## src/hdl/swv_ram.sv

```systemverilog
// Generic single-write, single-read RAM with a registered read port.
// No dependencies.
`default_nettype none

module swv_ram #(
   parameter int WIDTH = 10,
   parameter int DEPTH = 48
) (
   input  logic                            clock,
   input  logic                            wr_en,
   input  logic [$clog2(DEPTH)-1:0]        wr_addr,
   input  logic [WIDTH-1:0]                wr_data,
   input  logic [$clog2(DEPTH)-1:0]        rd_addr,
   output logic [WIDTH-1:0]                rd_data
);

   logic [WIDTH-1:0] mem_ff [DEPTH];
   logic [WIDTH-1:0] rd_data_ff;

   // write port
   always_ff @(posedge clock) begin
      if (wr_en) begin
         mem_ff[wr_addr] <= wr_data;
      end
   end

   // registered read port
   always_ff @(posedge clock) begin
      rd_data_ff <= mem_ff[rd_addr];
   end

   assign rd_data = rd_data_ff;

endmodule

`default_nettype wire

```

## config.mk

```make
export PLATFORM = sky130hd
export DESIGN_NAME = swv_ram
export DESIGN_NICKNAME = d
export VERILOG_FILES = /design/src/hdl/swv_ram.sv
export SDC_FILE = /design/constraint.sdc
export NUM_CORES = 1
export LEC_CHECK = 0
export ABC_AREA = 1
export BUFFER_PORTS_ARGS = -buffer_cell sky130_fd_sc_hd__buf_2
export CAP_MARGIN = 10
export CORE_MARGIN = 10
export CORE_UTILIZATION = 40
export DETAILED_ROUTE_END_ITERATION = 8
export PLACE_DENSITY = 0.56
export SETUP_SLACK_MARGIN = 0.05
export SLEW_MARGIN = 20
export SYNTH_ARGS = -nofsm -noshare
export SYNTH_HDL_FRONTEND = slang
export SYNTH_SLANG_ARGS = --single-unit
```

## constraint.sdc

```tcl
create_clock -name clock -period 5.6 [get_ports clock]
set_clock_uncertainty 0.05 [all_clocks]
set_input_delay 0.56 -clock clock [delete_from_list [all_inputs] [get_ports clock]]
set_output_delay 0.56 -clock clock [all_outputs]
set_load 0.1 [all_outputs]
```

; Word-level counts from Yosys, hierarchy flattened
; Memory sizes are Yosys's and may differ from the RTL's. A register that Yosys moved wholly into a read port is not among the register bits.
; Index checks and enable logic that the tools add are counted.
[totals]
ff_bits = 0
ramBits = 480
input_bits = 24
out_inout_bits = 10
word_cells = 3
n_memories = 1
[memory_table]
columns = name, words, word_bits, read_ports, rd_clocked_by_memory_dff, wr, line_no
row1 = mem_ff, 48, 10, 1, 1, 1, 17  ; logic [WIDTH-1:0] mem_ff [DEPTH];
[op_classes]
n_mux = 2
[op_table]
columns = op, count
row1 = $mux W1, 2

; Logic depth before layout (Yosys ltp)
; Gate-level depths: netlist of run 1.
[depth]
ltp_word = 2
mapped_depth = 12
mapped_depth_nobuf = 9

; Worst setup path before layout of run 1
; No wires, ideal clock.
[synth_timing]
path_kind = input port to flip-flop
startpoint = input wr_en
endpoint = memory mem_ff[28][0] (enable)
setup_ps = 404
arrival_ps = 1978
t_required_ps = 5146
setup_slack_ps = 3168
stages = 3
n_path_buf = 1
path_cell_list = clkbuf_1 nand2_1 nor4_1
[synth_between]
elab_chain_cells = 2
[synth_rtl]
columns = item, line_no
row1 = from (decl), 10  ; input logic wr_en,
row2 = $mux W1, 22  ; if (wr_en) begin
row3 = $mux W1 (not written as such), 23  ; mem_ff[wr_addr] <= wr_data;
row4 = to (decl), 17
; No other way between the ends.

==> PnR_summary.wiki, run 1 <==
{| class="wikitable"
! Metric !! Value
|-
| Final weighted congestion of routability-driven global placement || 0.837
|-
| Total internal power || about 6000 uW
|-
| Rows || 81
|-
| Share of power burned in the clock network || ~42%
|-
| Cell area after placement || 20400 sq um
|-
| Via count || ~12000
|-
| Worst setup EP type || register
|-
| Max_slew headroom || a little under a quarter
|-
| Half-perimeter wire length of the detailed placement result || approximately 28000 um
|-
| Global-route usage over all layers || between 10% and 20%
|-
| Count of nets after finishing || 1668
|-
| Portion of the post-synthesis area used by sequential elements || ~73%
|-
| Crit path kind || primary input to register
|-
| Post-synthesis instance area || ~20000 sq um
|-
| # clock sinks || 490
|-
| Result of the run || completed
|-
| Tmin final || 2.69 ns
|-
| Peak supply drop || around 0.26 mV
|-
| Fmax || ~0.37 GHz
|-
| Power per standard cell area || roughly 360 nW/um^2
|-
| Number of synthesized flops with an enable pin || 480
|-
| Type of the tightest min-delay check || primary input to register
|-
| Grt ovf || 0
|-
| Ratio of cells with drive above 1 in the final layout || 8.00%
|-
| Most common cell in the netlist || edfxtp_1
|-
| Summed area of non-filler cells in the final layout || about 22000 sq um
|-
| Starting Density || between 40% and 50%
|-
| Count of TritonRoute iterations in the first routing pass || 5
|-
| Clk buf depth || 3
|-
| Distinct cell type count after synthesis || 21
|-
| Die Span X || ~240 um
|-
| Setup tns final || 0 ns
|-
| Setup repair after global routing missed its margin || false
|-
| Die Ht || between 200 and 250 um
|-
| Antenna violations before repair || 6
|-
| Clock latency on the worst-skew pair || 0.60 ns
|-
| Via count of the first global-routing pass || 12300
|-
| Core Footprint || 49100 sq um
|-
| Drt via density || between 5 and 6
|-
| Clock Root Buffer || clkbuf_16
|-
| Count of warnings emitted by yosys || 0
|-
| Drt wl/cell || about 22 um
|-
| Fraction of registers with async set/reset || 0%
|-
| Layout Area Growth over Synthesis || 10.5%
|-
| Number of buffers added on ports || 33
|-
| Cts bufs inserted || 51
|-
| Seq pwr share || between 50% and 60%
|-
| Family with the most delay on the worst path || buffers and inverters
|-
| Die area || slightly below 60000 sq um
|-
| Cell type of the slowest stage on the worst timing path || buf_6
|-
| Total of fill cells in the finished design || roughly 4500
|-
| Number of buffers inserted by post-CTS setup repair || 0
|-
| Maximum Capacitance Violations || 0
|-
| Number of gates given a new drive strength after cts || 0
|-
| Instance count of the mapped netlist || about 1600
|-
| Number of buffer and inverter instances along the worst setup path || 3
|-
| Final number of setup-violating endpoints || 0
|-
| Combinational share of power || under 10%
|-
| Crit path arrival time || 3.11 ns
|-
| Smallest setup slack after layout || 2.91 ns
|-
| Drt drc || 0
|-
| Final WL || approximately 51000 um
|-
| Pin count of the biggest net entering global routing || roughly 140
|-
| Actual transition at the worst max-transition pin || ~1.2 ns
|-
| Post-Synthesis Net Count || 1666
|-
| Final period util || between 40% and 50%
|-
| I/O pin count || 34
|-
| Setup WS pre-CTS || between 2 and 2.5 ns
|-
| Total of flip-flops plus latches after synthesis || 490
|-
| Worst-case hold slack || ~0.28 ns
|-
| Maximum single-stage delay on the critical path || between 0.6 and 0.7 ns
|-
| Hold-fix buffers, CTS || 0
|-
| Synthesized area divided by synthesized cell count || around 12 sq um
|-
| H-tree depth reported by CTS || 2
|-
| Top cell types by occurrence after synthesis || edfxtp_1, nand2_1, nand3_1
|-
| Clock edge transition at the registers on the reported setup and hold paths || approximately 0.06 ns
|-
| Largest area contributor in the synthesized netlist || edfxtp_1
|-
| Largest fanout on the critical path || around 110
|-
| Iter 0 DRT Violations || ~1200
|-
| Global-route wire length before repair || a little under 80000 um
|-
| Fin util || ~45%
|-
| Fraction of post-synthesis cell area in the top cell type by area || 72.5%
|-
| CP cell instances || buf_6 > inv_6 > buf_4 > nand2_1 > nand3_1 > nand3_1 > nand2_1 > nand2_1 > nand3_1 > nand3_1 > nand2_1
|-
| Power spent charging and discharging nets || 1810 uW
|-
| Data required time of the critical path || between 6 and 7 ns
|-
| Post-DRT Antenna Nets || 0
|-
| Switching Share || between 20% and 30%
|-
| Critical path launch point type || primary input
|-
| Final count of hold timing violations || 0
|-
| Final-report max-slew violation count || 0
|-
| Top area cells in the synthesized netlist || edfxtp_1, nand2_1, nand3_1, nor2_1, buf_6
|-
| Leakage || 0.00753 uW
|-
| Primary flip-flop cell chosen by synthesis mapping || edfxtp_1
|-
| CTS tree || yes
|}
## power by group through the flow
stage               sequential, uW  combinational [uW]  clock, uW
finish                        4080                 507       3250
global route                  4080                 560       3450
CTS                           4080                 514       3310
detailed placement            4160                 512          0
global placement              4150                 506          0
floorplan                     4210                 273          0
## flip-flops by register name, indices dropped and copies added, names as in the netlist
| register | count |
|---|---|
| mem_ff | 480 |
| rd_data | 10 |
## kinds of logic (layout without fill, tap and decap cells)
logic type	count (synthesis)	after routing	synth area share [%]
simple gates	911	911	19.1
compound gates	120	120	3.52
flops	490	490	73.5
buf+inv	121	166	3.85
other cells	0	3	0
## worst min-delay path: stages
cell and delay (ns):
buf_2 0.18, nand2_1 0.10, nand2_1 0.05
## final timing paths
kind | startpoint | endpoint | slack, ns | cells past startpoint
max | rd_addr[0] | rd_data[0]$_DFF_P_ | 2.91 | 11
min | rd_addr[5] | rd_data[8]$_DFF_P_ | 0.28 | 3
max reg2reg | mem_ff[32][4]$_DFFE_PP_ | rd_data[4]$_DFF_P_ | 4.17 | 8
min reg2reg | mem_ff[45][9]$_DFFE_PP_ | rd_data[9]$_DFF_P_ | 0.69 | 6
## cells in the final DEF (no fill, tap or decap), drive strengths merged
cell	count
nand4	1
inv	19
dfxtp	10
o21ai	80
bufinv	2
nor2	168
diode	3
nor4	1
clkinv	19
nand2	438
clkbuf	75
nor3	8
edfxtp	480
buf	50
o211ai	40
clkinvlp	1
nand3	295
## routing by layer
| layer | global-route usage (%) | routed length [um] | vias up |
|---|---|---|---|
| met1 | 23.1 | 22300 | 6102 |
| met3 | 3.42 | 3470 | 85 |
| met2 | 27.1 | 23700 | 363 |
| li1 | - | - | 5830 |
| met4 | 5.66 | 1430 | 4 |
| met5 | 0 | 34 | - |
## per-stage QoR
step | std cells | total power (uW)
2_1_floorplan | 1642 | 4480
3_3_place_gp | 2255 | 4660
3_5_place_dp | 2255 | 4670
4_1_cts | 2351 | 7900
5_1_grt | 2352 | 8090
6_report | 2354 | 7840
## final cells by class
cell class              instances  area [sq um]  share of cell area (%)
inverters                      20          80.1                   0.364
multi-input cells            1031          4540                    20.7
flip-flops and latches        490         14600                    66.5
well taps                     664           831                    3.78
clock buffers                  75          1430                    6.50
diodes                          3          7.51                  0.0342
repair buffers                 50           314                    1.43
clock inverters                21           161                   0.734
Power figures use the tool's default switching activity.
==> run 2, diff against run 1 <==
PLACE_DENSITY = 0.58   (was 0.56)
clock period = 2.4 ns   (was 5.6 ns; I/O delays follow)
==> PnR_summary.wiki, run 2 (synthesis results as in run 1) <==
{| class="wikitable"
! Metric !! Value
|-
| Power per standard cell area || 792 nW/um^2
|-
| Switching Share || a little under a quarter
|-
| Final number of setup-violating endpoints || 0
|-
| Number of buffers inserted by post-CTS setup repair || 0
|-
| Max reg flops || 480
|-
| Core Footprint || a little under 50000 sq um
|-
| Number of buffer and inverter instances along the worst setup path || 1
|-
| Combinational share of power || around 7.1%
|-
| # clock sinks || 490
|-
| Layer with the highest usage after global routing || met2
|-
| Total of fill cells in the finished design || 4487
|-
| Met2 Use GR || approximately 27%
|-
| Number of buffers added on ports || 33
|-
| Met1 Resource Use GR || 23.9%
|-
| Final weighted congestion of routability-driven global placement || between 0.8 and 0.9
|-
| Most common library cell in the layout ignoring fill and taps || edfxtp_1
|-
| Result of the run || completed
|-
| Largest fanout on the critical path || 2
|-
| Grt met3 use || under 10%
|-
| Top reg by flops || mem_ff
|-
| Family with the most delay on the worst path || buffers and inverters
|-
| Start point of the worst min-delay path || wr_data[9]
|-
| Ratio of cells with drive above 1 in the final layout || a little over 10%
|-
| Layout Area Growth over Synthesis || 12.9%
|-
| Clock edge transition at the registers on the reported setup and hold paths || ~0.06 ns
|-
| Grt ovf || 0
|-
| Seq pwr share || 53.5%
|-
| Worst setup EP type || primary output
|-
| Die area || 59000 sq um
|-
| Max_slew headroom || between 30% and 40%
|-
| Drt via density || between 5 and 6
|-
| Peak supply drop || approximately 0.48 mV
|-
| Cell type of the slowest stage on the worst timing path || buf_2
|-
| Instance count after placement with tap cells included || ~2300
|-
| Maximum Capacitance Violations || 0
|-
| Drt drc || 0
|-
| Cts bufs inserted || 50
|-
| Pin count of the biggest net entering global routing || 81
|-
| Clk buf depth || 3
|-
| H-tree depth reported by CTS || 2
|-
| Global-route wire length before repair || approximately 77000 um
|-
| Die Ht || roughly 240 um
|-
| Via count || roughly 13000
|-
| Setup tns final || 0 ns
|-
| Final period util || around three quarters
|-
| Drt wl/cell || 21.0 um
|-
| Crit path kind || register to primary output
|-
| Share of power burned in the clock network || between 30% and 40%
|-
| Reg-to-reg critical path startpoint || mem_ff[19][1]$_DFFE_PP_
|-
| Depth of the most critical reg-to-reg path || 8
|-
| Endpoint with the worst hold slack || mem_ff[15][9]$_DFFE_PP_
|-
| Most frequent cells in the layout || edfxtp_1, nand2_1, nand3_1
|-
| Actual transition at the worst max-transition pin || 0.963 ns
|-
| Setup repair after global routing missed its margin || false
|-
| Maximum single-stage delay on the critical path || 0.49 ns
|-
| Final count of hold timing violations || 0
|-
| Final WL || 50600 um
|-
| Final Non-Filler Cells || 2406
|-
| Leakage || just under 0.008 uW
|-
| Rows || between 80 and 90
|-
| Half-perimeter wire length of the detailed placement result || 30200 um
|-
| Global-route usage over all layers || between 10% and 20%
|-
| Slack of the worst reg-to-reg path || around 0.96 ns
|-
| Clock latency on the worst-skew pair || ~0.58 ns
|-
| Count of TritonRoute iterations in the first routing pass || 5
|-
| Power spent charging and discharging nets || between 4000 and 5000 uW
|-
| Tmin final || between 1.5 and 2 ns
|-
| Data required time of the critical path || between 2 and 2.5 ns
|-
| Total internal power || 13700 uW
|-
| Die Span X || 243 um
|-
| Crit path arrival time || approximately 1.6 ns
|-
| Fmax || around 0.54 GHz
|-
| Iter 0 DRT Violations || approximately 1300
|-
| Post-DRT Antenna Nets || 0
|-
| Clock Root Buffer || clkbuf_16
|-
| Count of nets after finishing || 1732
|-
| Final-report max-slew violation count || 0
|-
| CTS tree || yes
|-
| Via count of the first global-routing pass || about 12000
|-
| Antenna violations before repair || 1
|-
| Type of the tightest min-delay check || primary input to register
|-
| I/O pin count || 34
|-
| Starting Density || between 40% and 50%
|-
| Worst-case hold slack || about 0.095 ns
|-
| R2R Path End || rd_data[1]$_DFF_P_
|-
| Cell depth of the worst hold path || 1
|-
| Critical path launch point type || register
|-
| CP cell instances || buf_2
|}
run 2: cell types whose count changed in the layout (fill, tap and decap cells not counted), moves of 2 or more:
cell / previous run / this run
diode_2: 3 / 1
clkbuf_8: 4 / 0
clkinv_1: 11 / 20
clkbuf_1: 19 / 10
buf_12: 1 / 15
nor2_2: 13 / 0
clkinv_2: 7 / 4
nor2_1: 155 / 168
buf_4: 17 / 67
run 2: metal layers:
layer | vias up | wire length, um
met5 | - | 0
met4 | 0 | 1290
met3 | 71 | 2840
met2 | 365 | 23700
met1 | 6219 | 22800
li1 | 5948 | -
run 2: worst max-delay path by stage:
stage                       start                       to  depth (start not counted)
5_1_grt        rd_data[0]$_DFF_P_               rd_data[0]                          1
3_5_place_dp           rd_addr[3]       rd_data[3]$_DFF_P_                          7
6_report       rd_data[0]$_DFF_P_               rd_data[0]                          1
2_1_floorplan               wr_en  mem_ff[28][0]$_DFFE_PP_                          3
4_1_cts        rd_data[0]$_DFF_P_               rd_data[0]                          1
3_3_place_gp           rd_addr[3]       rd_data[3]$_DFF_P_                          7
run 2: layout make-up:
| class | count | area (sq um) | share of cell area, % |
|---|---|---|---|
| Timing Repair Buffer | 115 | 980 | 4.36 |
| Antenna cell | 1 | 2.50 | 0.0111 |
| Clock buffer | 61 | 1310 | 5.85 |
| Clock inverter | 24 | 126 | 0.563 |
| Inverter | 20 | 80.1 | 0.357 |
| Multi-Input combinational cell | 1031 | 4510 | 20.1 |
| Tap cell | 664 | 831 | 3.70 |
| Sequential cell | 490 | 14600 | 65.1 |
run 2: timing repair:
item,CTS,global route
hold endpoints to repair,2,0
hold buffers,1,0
resized for setup,0,0
run 2: power groups by stage:
stage | clock network, uW | logic [uW] | registers [uW]
6_report | 7020 | 1260 | 9520
5_1_grt | 7500 | 1380 | 9520
4_1_cts | 7170 | 1260 | 9520
3_5_place_dp | 0 | 1260 | 9700
3_3_place_gp | 0 | 1250 | 9700
2_1_floorplan | 0 | 637 | 9820
run 2: metrics by stage:
step | area, sq um | util [%] | worst slack, ns | total power (uW)
6_report | 22500 | 45.8 | 0.553 | 17800
5_1_grt | 22500 | 45.8 | 0.558 | 18400
4_1_cts | 22500 | 45.8 | 0.522 | 17900
3_5_place_dp | 21000 | 42.8 | 0.479 | 11000
3_3_place_gp | 21000 | 42.8 | 0.500 | 11000
2_1_floorplan | 19900 | - | 0.288 | 10500
==> run 3, diff against run 2 <==
clock period = 1.6 ns   (was 2.4 ns; I/O delays follow)
==> PnR_summary.wiki, run 3 (synthesis results as in run 1) <==
{| class="wikitable"
! Metric !! Value
|-
| Leakage || slightly above 0.008 uW
|-
| Family with the most delay on the worst path || flip-flops
|-
| Count of TritonRoute iterations in the first routing pass || 5
|-
| Iter 0 DRT Violations || between 1000 and 1500
|-
| Global-route wire length before repair || ~79000 um
|-
| H-tree depth reported by CTS || 2
|-
| Number of buffer and inverter instances along the worst setup path || 1
|-
| Drt drc || 0
|-
| M1 WL || around 24000 um
|-
| Maximum Capacitance Violations || 0
|-
| Die Span X || 243 um
|-
| Clock latency on the worst-skew pair || around 0.6 ns
|-
| Count of nets after finishing || approximately 1800
|-
| Max reg flops || 480
|-
| Clock edge transition at the registers on the reported setup and hold paths || around 0.06 ns
|-
| Worst setup EP type || primary output
|-
| Result of the run || completed
|-
| Via count of the first global-routing pass || roughly 13000
|-
| # clock sinks || 490
|-
| Pin count of the biggest net entering global routing || between 50 and 60
|-
| Number of buffers added on ports || 33
|-
| Most frequent cells in the layout || edfxtp_1, nand2_1, nand3_1
|-
| Crit path arrival time || 1.30 ns
|-
| Layout Area Growth over Synthesis || 17.0%
|-
| Core Footprint || 49100 sq um
|-
| Cts bufs inserted || 51
|-
| Fmax || 0.664 GHz
|-
| Final count of hold timing violations || 0
|-
| Peak supply drop || approximately 0.94 mV
|-
| Global-route usage over all layers || approximately 17%
|-
| Clk buf depth || 3
|-
| Starting Density || 40.5%
|-
| Final weighted congestion of routability-driven global placement || between 0.8 and 0.9
|-
| CP cell instances || buf_4
|-
| Ratio of cells with drive above 1 in the final layout || 13.6%
|-
| Maximum single-stage delay on the critical path || between 0.3 and 0.4 ns
|-
| Top routing layer in use || met4
|-
| Largest fanout on the critical path || 1
|-
| Drt wl/cell || 21.0 um
|-
| Setup WS pre-CTS || -0.222 ns
|-
| Actual transition at the worst max-transition pin || 1.09 ns
|-
| Via count || between 10000 and 15000
|-
| Antenna violations before repair || 1
|-
| Tmin final || about 1.5 ns
|-
| Setup repair after global routing missed its margin || false
|-
| Detail Route met2 WL || between 20000 and 25000 um
|-
| Half-perimeter wire length of the detailed placement result || roughly 32000 um
|-
| Cell type of the slowest stage on the worst timing path || dfxtp_1
|-
| Met3 layer wire length in the routed design || ~3300 um
|-
| Clock Root Buffer || clkbuf_16
|-
| Top reg by flops || mem_ff
|-
| Critical path launch point type || register
|-
| Final WL || 51900 um
|-
| Final period util || 94.2%
|-
| I/O pin count || 34
|-
| Type of the tightest min-delay check || primary input to register
|-
| Final number of setup-violating endpoints || 0
|-
| Most common library cell in the layout ignoring fill and taps || edfxtp_1
|-
| Grt ovf || 0
|-
| Smallest setup slack after layout || about 0.093 ns
|-
| Power per standard cell area || roughly 1200 nW/um^2
|-
| CTS tree || yes
|-
| Max_slew headroom || 27.2%
|-
| Crit path kind || register to primary output
|-
| Setup tns final || 0 ns
|-
| Final-report max-slew violation count || 0
|-
| Die area || slightly below 60000 sq um
|-
| Fin util || between 40 and 50%
|-
| Rows || ~80
|-
| Post-DRT Antenna Nets || 0
|-
| Drt via density || roughly 5.2
|-
| Data required time of the critical path || 1.39 ns
|-
| Die Ht || 243 um
|}
==> run 3: cell count changes in the layout (fill, tap and decap cells not counted), sizes merged <==
cell	previous run	this run
clkinv	24	20
buf	114	173
clkbuf	61	72
clkinvlp	0	1
==> run 3: worst paths after layout <==
check / start / to / slack, ns / depth (start not counted)
hold / removal: rd_addr[4] / rd_data[2]$_DFF_P_ / 0.06 / 5
setup reg to reg: mem_ff[7][7]$_DFFE_PP_ / rd_data[7]$_DFF_P_ / 0.23 / 8
setup / recovery: rd_data[9]$_DFF_P_ / rd_data[9] / 0.09 / 1
hold reg to reg: mem_ff[37][0]$_DFFE_PP_ / rd_data[0]$_DFF_P_ / 0.67 / 6
==> run 3: metrics by stage <==
stage | hold slack, ns | area [sq um] | power [uW] | std cells
6_report | 0.0611 | 23300 | 27500 | 2473
5_1_grt | 0.0842 | 23300 | 28400 | 2472
4_1_cts | 0.0320 | 23300 | 27700 | 2472
3_5_place_dp | 0.623 | 21700 | 16600 | 2378
3_3_place_gp | 0.630 | 21700 | 16600 | 2378
2_1_floorplan | 0.209 | 19900 | 15700 | 1642
==> run 3: area by class of cell <==
| cell class | count | area, sq um |
|---|---|---|
| diodes | 1 | 2.50 |
| fillers | 4429 | 25800 |
| inverters | 20 | 80.1 |
| clock inverters | 21 | 134 |
| flip-flops and latches | 490 | 14600 |
| well taps | 664 | 831 |
| repair buffers | 174 | 1660 |
| clock buffers | 72 | 1430 |
| multi-input cells | 1031 | 4520 |
==> run 3: timing repair <==
item / in CTS / in global routing
setup buffers: 0 / 0
endpoints found under the setup margin: 10 / 2
resized for setup: 11 / 2
hold buffers: 1 / 0
endpoints found under the hold margin: 2 / 0
==> run 3: per-layer routing <==
layer / vias to the layer above / track usage [%]
met1: 6403 / 24.5
met4: 0 / 4.56
met2: 380 / 27.8
met3: 62 / 2.51
met5: - / 0
li1: 6082 / -
==> run 3: worst register-to-register path, cell delays in order (launching register included) <==
cell	delay (ns)
edfxtp_1	0.37
nand2_1	0.07
nand3_1	0.09
nand3_1	0.10
nand2_1	0.10
nand2_1	0.08
nand3_1	0.09
nand3_1	0.19
nand2_1	0.09
==> run 3: where the power goes <==
group	switching, uW	total [uW]	internal, uW
Combinational	1480	2090	616
Sequential	50.1	14300	14200
Clock	4790	11100	6340
